===== src/hw/rtl/ccfr_pkg.sv =====
// Shared types, constants and the CRC-16 byte update for the COBS frame receiver.
// No dependencies; imported by ccfr_deframer and the top level.
package ccfr_pkg;

	localparam int RX_BUF_BYTES_DEF = 256;
	localparam int MAX_PAYLOAD_DEF  = 128;

	localparam logic [15:0] CRC_POLY  = 16'hA001;
	localparam logic [15:0] CRC_INIT  = 16'hFFFF;
	localparam logic [7:0]  COBS_FULL = 8'hFF;
	localparam logic [7:0]  FRAME_END = 8'h00;

	localparam logic OP_RX   = 1'b0;
	localparam logic OP_READ = 1'b1;

	typedef enum logic [2:0] {
		ST_TAKEN    = 3'd0,
		ST_OVERFLOW = 3'd1,
		ST_ACCEPT   = 3'd2,
		ST_BAD_LEN  = 3'd3,
		ST_BAD_CRC  = 3'd4,
		ST_NO_FRAME = 3'd5,
		ST_READ_OK  = 3'd6
	} status_t;

	// result of one beat, as seen after that beat's state update
	typedef struct packed {
		status_t    status;
		logic       frame_ready;
		logic [7:0] message_id;
		logic [7:0] payload_length;
		logic       rd_hit;
	} res_t;

	// reflected CRC-16, one byte, bit steps unrolled
	function automatic logic [15:0] crc16_byte(input logic [15:0] crc, input logic [7:0] b);
		logic [15:0] c;
		c = crc ^ {8'h00, b};
		for (int i = 0; i < 8; i++) begin
			c = c[0] ? ((c >> 1) ^ CRC_POLY) : (c >> 1);
		end
		return c;
	endfunction

endpackage


===== src/hw/rtl/ccfr_payload_ram.sv =====
// Double-banked payload store: one write port, one read port, registered read data.
// Depends on nothing; the bank select is the top address bit.
module ccfr_payload_ram #(
	parameter int ADDR_W = 8
) (
	input  logic              clk,
	input  logic              wr_en,
	input  logic [ADDR_W-1:0] wr_addr,
	input  logic [7:0]        wr_data,
	input  logic              rd_en,
	input  logic [ADDR_W-1:0] rd_addr,
	output logic [7:0]        rd_data
);

	logic [7:0] mem [2**ADDR_W];

	always_ff @(posedge clk) begin
		if (wr_en) begin
			mem[wr_addr] <= wr_data;
		end
	end

	always_ff @(posedge clk) begin
		if (rd_en) begin
			rd_data <= mem[rd_addr];
		end
	end

endmodule


===== src/hw/rtl/ccfr_deframer.sv =====
// COBS decode, header/CRC tracking, frame checks and stored-frame registers.
// Uses ccfr_pkg; drives the write and read ports of ccfr_payload_ram.
module ccfr_deframer #(
	parameter int RX_BUF_BYTES = ccfr_pkg::RX_BUF_BYTES_DEF,
	parameter int MAX_PAYLOAD  = ccfr_pkg::MAX_PAYLOAD_DEF,
	parameter int ADDR_W       = 8
) (
	input  logic              clk,
	input  logic              arst_n,
	input  logic              fire,
	input  logic              op,
	input  logic [7:0]        rx_byte,
	input  logic [6:0]        rd_offset,
	input  logic              release_req,
	output ccfr_pkg::res_t    res,
	output logic              wr_en,
	output logic [ADDR_W-1:0] wr_addr,
	output logic [7:0]        wr_data,
	output logic              rd_en,
	output logic [ADDR_W-1:0] rd_addr
);
	import ccfr_pkg::*;

	localparam int PW = ADDR_W - 1;
	localparam int RW = $clog2(RX_BUF_BYTES + 1);
	localparam int LW = $clog2(MAX_PAYLOAD + 1);
	localparam int EW = ((RW > 16) ? RW : 16) + 2;

	logic [RW-1:0] raw_cnt_q,  raw_cnt_n;
	logic [RW-1:0] dec_cnt_q,  dec_cnt_n;
	logic [7:0]    blk_rem_q,  blk_rem_n;
	logic          full_q,     full_n;
	logic          owed_q,     owed_n;
	logic [15:0]   crc_q,      crc_n;
	logic [15:0]   hdr_len_q,  hdr_len_n;
	logic [7:0]    hdr_id_q,   hdr_id_n;
	logic [15:0]   rx_crc_q,   rx_crc_n;
	logic          bank_q,     bank_n;
	logic          has_q,      has_n;
	logic [7:0]    sid_q,      sid_n;
	logic [LW-1:0] slen_q,     slen_n;

	logic          dec_en;
	logic [7:0]    dec_byte;
	logic          restart;
	logic          trunc;
	logic [EW-1:0] k_e, len_e, dlen_e, pos_e, idx_e;

	assign k_e   = EW'(dec_cnt_q);
	assign len_e = EW'(hdr_len_q);
	assign pos_e = k_e - EW'(3);
	assign idx_e = EW'(rd_offset);

	always_comb begin
		raw_cnt_n = raw_cnt_q;
		dec_cnt_n = dec_cnt_q;
		blk_rem_n = blk_rem_q;
		full_n    = full_q;
		owed_n    = owed_q;
		crc_n     = crc_q;
		hdr_len_n = hdr_len_q;
		hdr_id_n  = hdr_id_q;
		rx_crc_n  = rx_crc_q;
		bank_n    = bank_q;
		has_n     = has_q;
		sid_n     = sid_q;
		slen_n    = slen_q;
		dec_en    = 1'b0;
		dec_byte  = rx_byte;
		restart   = 1'b0;
		trunc     = 1'b0;
		dlen_e    = '0;
		wr_en     = 1'b0;
		wr_addr   = {~bank_q, pos_e[PW-1:0]};
		rd_en     = 1'b0;
		rd_addr   = {bank_q, idx_e[PW-1:0]};
		res.status = ST_TAKEN;
		res.rd_hit = 1'b0;

		if (fire) begin
			if (op == OP_RX) begin
				if (rx_byte == FRAME_END) begin
					restart = 1'b1;
					trunc   = (blk_rem_q != 8'd0);
					dlen_e  = trunc ? '0 : k_e;
					if (dlen_e < EW'(3) || len_e + EW'(5) > dlen_e
							|| len_e > EW'(MAX_PAYLOAD)) begin
						res.status = ST_BAD_LEN;
					end else if (rx_crc_q != crc_q) begin
						res.status = ST_BAD_CRC;
					end else begin
						res.status = ST_ACCEPT;
						bank_n = ~bank_q;
						sid_n  = hdr_id_q;
						slen_n = LW'(hdr_len_q);
						has_n  = 1'b1;
					end
				end else if (raw_cnt_q < RW'(RX_BUF_BYTES)) begin
					raw_cnt_n = raw_cnt_q + RW'(1);
					if (blk_rem_q == 8'd0) begin
						// code byte: emit the zero owed by the previous short block
						dec_en    = owed_q;
						dec_byte  = 8'h00;
						blk_rem_n = rx_byte - 8'd1;
						full_n    = (rx_byte == COBS_FULL);
						owed_n    = (rx_byte == 8'd1);
					end else begin
						dec_en    = 1'b1;
						blk_rem_n = blk_rem_q - 8'd1;
						if (blk_rem_q == 8'd1) begin
							owed_n = ~full_q;
						end
					end
				end else begin
					res.status = ST_OVERFLOW;
					restart    = 1'b1;
				end
			end else if (!has_q) begin
				res.status = ST_NO_FRAME;
			end else begin
				res.status = ST_READ_OK;
				rd_en      = 1'b1;
				res.rd_hit = (idx_e < EW'(slen_q)) && (idx_e < EW'(MAX_PAYLOAD));
				if (release_req) begin
					has_n = 1'b0;
				end
			end
		end

		// one decoded byte at most per beat
		if (dec_en) begin
			dec_cnt_n = dec_cnt_q + RW'(1);
			if (k_e < EW'(3)) begin
				crc_n = crc16_byte(crc_q, dec_byte);
				if (k_e == EW'(0)) begin
					hdr_id_n = dec_byte;
				end else if (k_e == EW'(1)) begin
					hdr_len_n = {hdr_len_q[15:8], dec_byte};
				end else begin
					hdr_len_n = {dec_byte, hdr_len_q[7:0]};
				end
			end else if (k_e < len_e + EW'(3)) begin
				crc_n = crc16_byte(crc_q, dec_byte);
				wr_en = (pos_e < EW'(MAX_PAYLOAD));
			end else if (k_e == len_e + EW'(3)) begin
				rx_crc_n = {rx_crc_q[15:8], dec_byte};
			end else if (k_e == len_e + EW'(4)) begin
				rx_crc_n = {dec_byte, rx_crc_q[7:0]};
			end
		end

		if (restart) begin
			raw_cnt_n = '0;
			dec_cnt_n = '0;
			blk_rem_n = 8'd0;
			full_n    = 1'b0;
			owed_n    = 1'b0;
			crc_n     = CRC_INIT;
			hdr_len_n = 16'd0;
			hdr_id_n  = 8'd0;
			rx_crc_n  = 16'd0;
		end

		res.frame_ready    = has_n;
		res.message_id     = sid_n;
		res.payload_length = 8'(slen_n);
	end

	assign wr_data = dec_byte;

	always_ff @(posedge clk or negedge arst_n) begin
		if (!arst_n) begin
			raw_cnt_q <= '0;
			dec_cnt_q <= '0;
			blk_rem_q <= 8'd0;
			full_q    <= 1'b0;
			owed_q    <= 1'b0;
			crc_q     <= CRC_INIT;
			hdr_len_q <= 16'd0;
			hdr_id_q  <= 8'd0;
			rx_crc_q  <= 16'd0;
			bank_q    <= 1'b0;
			has_q     <= 1'b0;
			sid_q     <= 8'd0;
			slen_q    <= '0;
		end else begin
			raw_cnt_q <= raw_cnt_n;
			dec_cnt_q <= dec_cnt_n;
			blk_rem_q <= blk_rem_n;
			full_q    <= full_n;
			owed_q    <= owed_n;
			crc_q     <= crc_n;
			hdr_len_q <= hdr_len_n;
			hdr_id_q  <= hdr_id_n;
			rx_crc_q  <= rx_crc_n;
			bank_q    <= bank_n;
			has_q     <= has_n;
			sid_q     <= sid_n;
			slen_q    <= slen_n;
		end
	end

endmodule


===== src/hw/rtl/cobs_crc16_frame_receiver.sv =====
// Top level of the COBS frame receiver with CRC-16 check and latest-frame store.
// Uses ccfr_pkg, ccfr_deframer and ccfr_payload_ram.
//
// Every input beat gives exactly one result beat, in the cycle after it is accepted, through a
// single output register; a new beat is taken every cycle while the output is empty or being
// drained, so the sustained rate is one beat per clock. A receive beat (op 0) decodes one link
// byte and writes any decoded payload byte into the spare bank of the payload RAM; a read beat
// (op 1) reads the active bank through the RAM's registered read port. A good frame swaps banks
// on its closing zero byte, so reads never see a frame still being received. The payload RAM is
// not cleared after reset; only bytes of an accepted frame are ever read back. Status codes:
// 0 taken, 1 overflow drop, 2 frame accepted, 3 bad length, 4 bad CRC, 5 no frame, 6 read ok.
module cobs_crc16_frame_receiver #(
	parameter int RX_BUF_BYTES = ccfr_pkg::RX_BUF_BYTES_DEF,
	parameter int MAX_PAYLOAD  = ccfr_pkg::MAX_PAYLOAD_DEF
) (
	input  logic        clk,
	input  logic        arst_n,
	input  logic        s_tvalid,
	output logic        s_tready,
	input  logic [15:0] s_tdata,  // rx_byte[7:0], rd_offset[14:8], release_req[15]
	input  logic [0:0]  s_tuser,  // op[0]
	output logic        m_tvalid,
	input  logic        m_tready,
	output logic [31:0] m_tdata,  // frame_ready[0], message_id[8:1], payload_length[16:9],
	                              // data_byte[24:17], zero[31:25]
	output logic [2:0]  m_tuser   // status[2:0]
);
	import ccfr_pkg::*;

	localparam int PW     = (MAX_PAYLOAD > 1) ? $clog2(MAX_PAYLOAD) : 1;
	localparam int ADDR_W = PW + 1;

	logic              fire;
	res_t              res;
	res_t              res_s2;
	logic              m_valid_q;
	logic              wr_en;
	logic [ADDR_W-1:0] wr_addr;
	logic [7:0]        wr_data;
	logic              rd_en;
	logic [ADDR_W-1:0] rd_addr;
	logic [7:0]        rd_data;
	logic [7:0]        data_byte;

	assign s_tready = ~m_valid_q | m_tready;
	assign fire     = s_tvalid & s_tready;

	ccfr_deframer #(
		.RX_BUF_BYTES (RX_BUF_BYTES),
		.MAX_PAYLOAD  (MAX_PAYLOAD),
		.ADDR_W       (ADDR_W)
	) u_deframer (
		.clk         (clk),
		.arst_n      (arst_n),
		.fire        (fire),
		.op          (s_tuser[0]),
		.rx_byte     (s_tdata[7:0]),
		.rd_offset   (s_tdata[14:8]),
		.release_req (s_tdata[15]),
		.res         (res),
		.wr_en       (wr_en),
		.wr_addr     (wr_addr),
		.wr_data     (wr_data),
		.rd_en       (rd_en),
		.rd_addr     (rd_addr)
	);

	// read port only advances on an accepted beat, so rd_data holds while stalled
	ccfr_payload_ram #(
		.ADDR_W (ADDR_W)
	) u_ram (
		.clk     (clk),
		.wr_en   (wr_en),
		.wr_addr (wr_addr),
		.wr_data (wr_data),
		.rd_en   (rd_en),
		.rd_addr (rd_addr),
		.rd_data (rd_data)
	);

	always_ff @(posedge clk or negedge arst_n) begin
		if (!arst_n) begin
			m_valid_q <= 1'b0;
		end else if (s_tready) begin
			m_valid_q <= s_tvalid;
		end
	end

	always_ff @(posedge clk) begin
		if (fire) begin
			res_s2 <= res;
		end
	end

	assign data_byte = res_s2.rd_hit ? rd_data : 8'h00;
	assign m_tvalid  = m_valid_q;
	assign m_tuser   = res_s2.status;
	assign m_tdata   = {7'd0, data_byte, res_s2.payload_length, res_s2.message_id,
	                    res_s2.frame_ready};

	a_beat_gives_result: assert property (@(posedge clk) disable iff (!arst_n)
		fire |=> m_tvalid)
		else $error("accepted beat produced no result");

	a_accept_sets_ready: assert property (@(posedge clk) disable iff (!arst_n)
		m_tvalid && (m_tuser == ST_ACCEPT) |-> m_tdata[0])
		else $error("frame accepted without frame_ready");

	a_no_frame_flag: assert property (@(posedge clk) disable iff (!arst_n)
		m_tvalid && (m_tuser == ST_NO_FRAME) |-> !m_tdata[0])
		else $error("no-frame status with frame_ready set");

	a_data_only_on_read: assert property (@(posedge clk) disable iff (!arst_n)
		m_tvalid && (m_tuser != ST_READ_OK) |-> (m_tdata[24:17] == 8'h00))
		else $error("data byte nonzero outside a read");

endmodule

===== config.mk =====
export PLATFORM = sky130hd
export DESIGN_NAME = cobs_crc16_frame_receiver
export DESIGN_NICKNAME = d
export VERILOG_FILES = /design/src/hw/rtl/ccfr_pkg.sv /design/src/hw/rtl/ccfr_payload_ram.sv /design/src/hw/rtl/ccfr_deframer.sv /design/src/hw/rtl/cobs_crc16_frame_receiver.sv
export SDC_FILE = /design/constraint.sdc
export NUM_CORES = 2
export LEC_CHECK = 0
export ABC_CLOCK_PERIOD_IN_PS = 5400
export BUFFER_PORTS_ARGS = -buffer_cell sky130_fd_sc_hd__buf_4
export CAP_MARGIN = 0
export CORE_UTILIZATION = 50
export CTS_BUF_LIST = sky130_fd_sc_hd__clkbuf_8 sky130_fd_sc_hd__clkbuf_16
export DETAILED_ROUTE_END_ITERATION = 10
export PLACE_DENSITY_LB_ADDON = 0.25
export SLEW_MARGIN = 10
export SYNTH_ARGS = -nofsm -noshare
export SYNTH_HDL_FRONTEND = slang
export SYNTH_SLANG_ARGS = --single-unit

===== constraint.sdc =====
create_clock -name clk -period 5.4 [get_ports clk]
set_clock_uncertainty 0.05 [all_clocks]
set_input_delay 1.08 -clock clk [delete_from_list [all_inputs] [get_ports clk]]
set_output_delay 1.08 -clock clk [all_outputs]
set_load 0.02 [all_outputs]

==> metrics.md <==
| Metric | Value |
|---|---|
| # clock sinks | `2180` |
| Netlist cell types | `65` |
| CP delay by family, top | `simple AND/OR/NAND/NOR gates` |
| Clock tree buffer depth | `3` |
| Async S/R FF share, synth | `0.04725` |
| Synth Register Bits | `~2200` |
| Core box area | `172100 um^2` |
| Synthesized area | `around 87000 um^2` |
| Max-Cap Viols | `0` |
| RSZ-0062 raised after global routing | `no` |
| Worst-Skew Late Latency | `between 800 and 900 ps` |
| Largest net degree at the start of global routing | `200` |
| Pre-CTS WS | `between 600 and 700 ps` |
| Worst r2r path cells | `14` |
| WP data required | `5800 ps` |
| Max frequency | `~0.22 GHz` |
| Max VDD drop | `0.3703 mV` |
| CTS root buf | `clkbuf_16` |
| Bufs and invs on worst path | `3` |
| Initial Utilization | `0.5050` |
| FF-to-FF setup slack | `800 ps` |
| # hold bufs at CTS | `0` |
| I/O pin count | `58` |
| DRC errors left | `0` |
| H-tree Lvls | `4` |
| Crit path max-delay cell type | `nor2_1` |
| Initial DRC count | `around 4900` |
| Worst Setup End Kind | `register` |
| Post-cts sizing count | `0` |
| Crit-path cells | `inv_1 -> ha_1 -> ha_1 -> nor2b_1 -> o21a_1 -> o21a_1 -> o211ai_1 -> a21boi_1 -> o41ai_2 -> buf_4 -> nor3b_1 -> buf_4 -> nand2_1 -> nor2_1` |
| Port buffer count | `50` |
| Final Critical Period | `about 4600 ps` |
| Num CTS Buffers | `210` |
| CTS tree | `built` |
| First-pass GRT wire length | `about 300 mm` |
| Tcrit/Tclk final | `0.8516` |
| Startpoint types | `register` |
| Width of the die | `between 400 and 500 um` |
| DRT Wirelength | `around 200 mm` |
| Hold Violations, Final | `0` |
| Pins Over Slew Limit | `0` |
| Yosys warns | `0` |
| Post-CTS Setup Inserts | `0` |
| Crit path kind | `reg -> reg` |
| Initial antenna violation count | `3` |
| CP arrival | `roughly 5000 ps` |
| Share of post-route cells with drive strength above 1 | `0.3193` |
| Register area share after synthesis | `0.7475` |
| Wire length per cell | `between 20 and 30 um` |
| Final WS setup | `~800 ps` |
| Worst path max stage delay | `between 800 and 900 ps` |
| Worst R2R Start | `u_deframer.hdr_len_q[1]$_DFFE_PN0P_` |
| Fin nets | `4512` |
| Mapped Cells | `4064` |
| Post-route setup TNS | `0 ps` |
| Via count | `between 40000 and 50000` |
| Die Ht | `roughly 420 um` |
| Status | `completed` |
| HPWL Detailed | `roughly 120 mm` |
| Clock slew at reported path FFs | `~60 ps` |
| Via density | `about 6.1` |
| Worst r2r dst | `u_ram.mem[142][5]$_DFFE_PP_` |
| FP Rows | `approximately 150` |
| Iteration count of the initial detailed-routing pass | `6` |
| Worst Tran Pin Value | `~1100 ps` |
| Rel. slew slack | `0.2359` |
| Vias in the first global route | `43090` |
| Leakage | `32.22 nW` |
| Avg Inst Size Synth | `21.39 um^2` |
| Worst Path Max Fanout | `12` |
| Final setup fails | `0` |
| Worst hold path type | `in -> async` |
| Pwr Density | `roughly 380 nW/um^2` |
| Die area | `between 150000 and 200000 um^2` |
| Post-synth EDFFs | `2077` |
| Post-route ant nets | `0` |
| All-Layer GR Usage | `0.2361` |
| GPL Wtd Cong | `~0.87` |
| Remaining global-route overflow | `0` |
| Area grow syn2layout | `14.46%` |
| Dominant synthesized flop cell | `edfxtp_1` |
kinds of logic (layout without fill, tap and decap cells):
family / count (synthesis) / count (layout) / share of synthesized area
xor+xnor: 85 / 85 / 0.008896
simple gates: 587 / 587 / 0.03092
fa+ha+maj: 43 / 43 / 0.006190
mux: 721 / 721 / 0.1811
flops: 2180 / 2180 / 0.7475
buf+inv: 305 / 854 / 0.01491
other cells: 1 / 9 / 0.00004314
compound gates: 142 / 142 / 0.01047
power breakdown:
| group | total [mW] | internal (mW) | leakage, nW | switching, mW |
|---|---|---|---|---|
| sequential | 19.2 | 18.9 | 20.0 | 0.291 |
| clock | 14.8 | 8.44 | 3.52 | 6.34 |
| combinational | 4.18 | 1.50 | 8.70 | 2.68 |
| total | 38.1 | 28.8 | 32.2 | 9.31 |
registers in the layout (all words and copies together), names as in the netlist:
signal	flops
u_ram.mem	2048
m_tdata	17
u_deframer.crc_q	16
u_deframer.hdr_len_q	16
u_deframer.rx_crc_q	16
u_deframer.dec_cnt_q	9
u_deframer.raw_cnt_q	9
u_deframer.blk_rem_q	8
u_deframer.hdr_id_q	8
u_deframer.sid_q	8
u_deframer.slen_q	8
u_ram.rd_data	8
m_tuser	3
m_tvalid	1
res_s2	1
u_deframer.bank_q	1
u_deframer.full_q	1
u_deframer.has_q	1
u_deframer.owed_q	1
worst max path at each step:
stage          cells after the start                                start                          end  slack [ps]
2_1_floorplan                      7                           s_tdata[0]    u_ram.mem[0][2]$_DFFE_PP_        -550
3_3_place_gp                      10                           s_tdata[0]  u_ram.mem[143][4]$_DFFE_PP_         690
3_5_place_dp                      10                           s_tdata[0]  u_ram.mem[141][4]$_DFFE_PP_         630
4_1_cts                           14  u_deframer.hdr_len_q[1]$_DFFE_PN0P_  u_ram.mem[142][5]$_DFFE_PP_         820
5_1_grt                           14  u_deframer.hdr_len_q[1]$_DFFE_PN0P_  u_ram.mem[141][5]$_DFFE_PP_         480
6_report                          14  u_deframer.hdr_len_q[1]$_DFFE_PN0P_  u_ram.mem[142][5]$_DFFE_PP_         800
per-stage QoR:
step           power (mW)  instance area, um^2    util  std cells  hold slack (ps)
3_5_place_dp        23.69                92450  0.5372       6546            422.3
2_1_floorplan       22.08                86960       -       4070            390.5
3_3_place_gp        23.63                92450  0.5372       6546            408.8
6_report            38.14                99480  0.5780       6931            316.5
4_1_cts             38.39                99480  0.5780       6929            298.3
5_1_grt             39.29                99480  0.5780       6929            358.1
cell type report:
cell class / count / area, um^2
Sequential cell: 2180 / 64970
Timing Repair Buffer: 436 / 3737
Tap cell: 2310 / 2890
Multi-Input combinational cell: 1585 / 20690
Antenna cell: 2 / 5.005
Fill cell: 12380 / 72630
Inverter: 35 / 168.9
Clock inverter: 170 / 1728
Clock buffer: 213 / 5296
routing by layer:
metal,track usage,share of wire,wire length (um)
met5,0,0.000059,12
met4,0.07003,0.028,5629
met3,0.04172,0.075,15190
met2,0.3771,0.49,98850
met1,0.3358,0.41,83110
cell usage after synthesis, types with 9 or more instances:
master	n	area, um^2
o21ai_0	39	195.2
o211ai_1	10	75.07
nor3_1	144	720.7
and2_1	9	56.30
mux2i_1	28	280.3
clkbuf_1	162	608.1
nor2_1	209	784.5
nand2b_1	12	75.07
nand3_1	36	180.2
nand4_1	17	106.4
buf_1	46	172.7
dfstp_2	16	420.4
edfxtp_1	2077	62370
mux2_2	13	146.4
xnor2_1	36	315.3
xor2_1	47	411.6
ha_1	43	538.0
dfrtp_1	87	2177
buf_2	34	170.2
a21oi_1	32	160.2
inv_1	35	131.4
nor4_1	10	62.56
nand2_1	116	435.4
buf_4	27	202.7
mux4_2	680	15310
o31ai_1	10	75.07
layout by cell type (no fill, tap or decap), types with 40 or more instances in the layout:
cell type  netlist  layout
xor2_1          47      47
ha_1            43      43
clkinv_1         0      40
mux4_2         680     680
buf_4           27     397
edfxtp_1      2077    2077
clkbuf_16        0     210
nor2_1         209     209
dfrtp_1         87      87
nor3_1         144     144
nand2_1        116     116
inv_1           35      62
(Power assumes the default switching activity.)
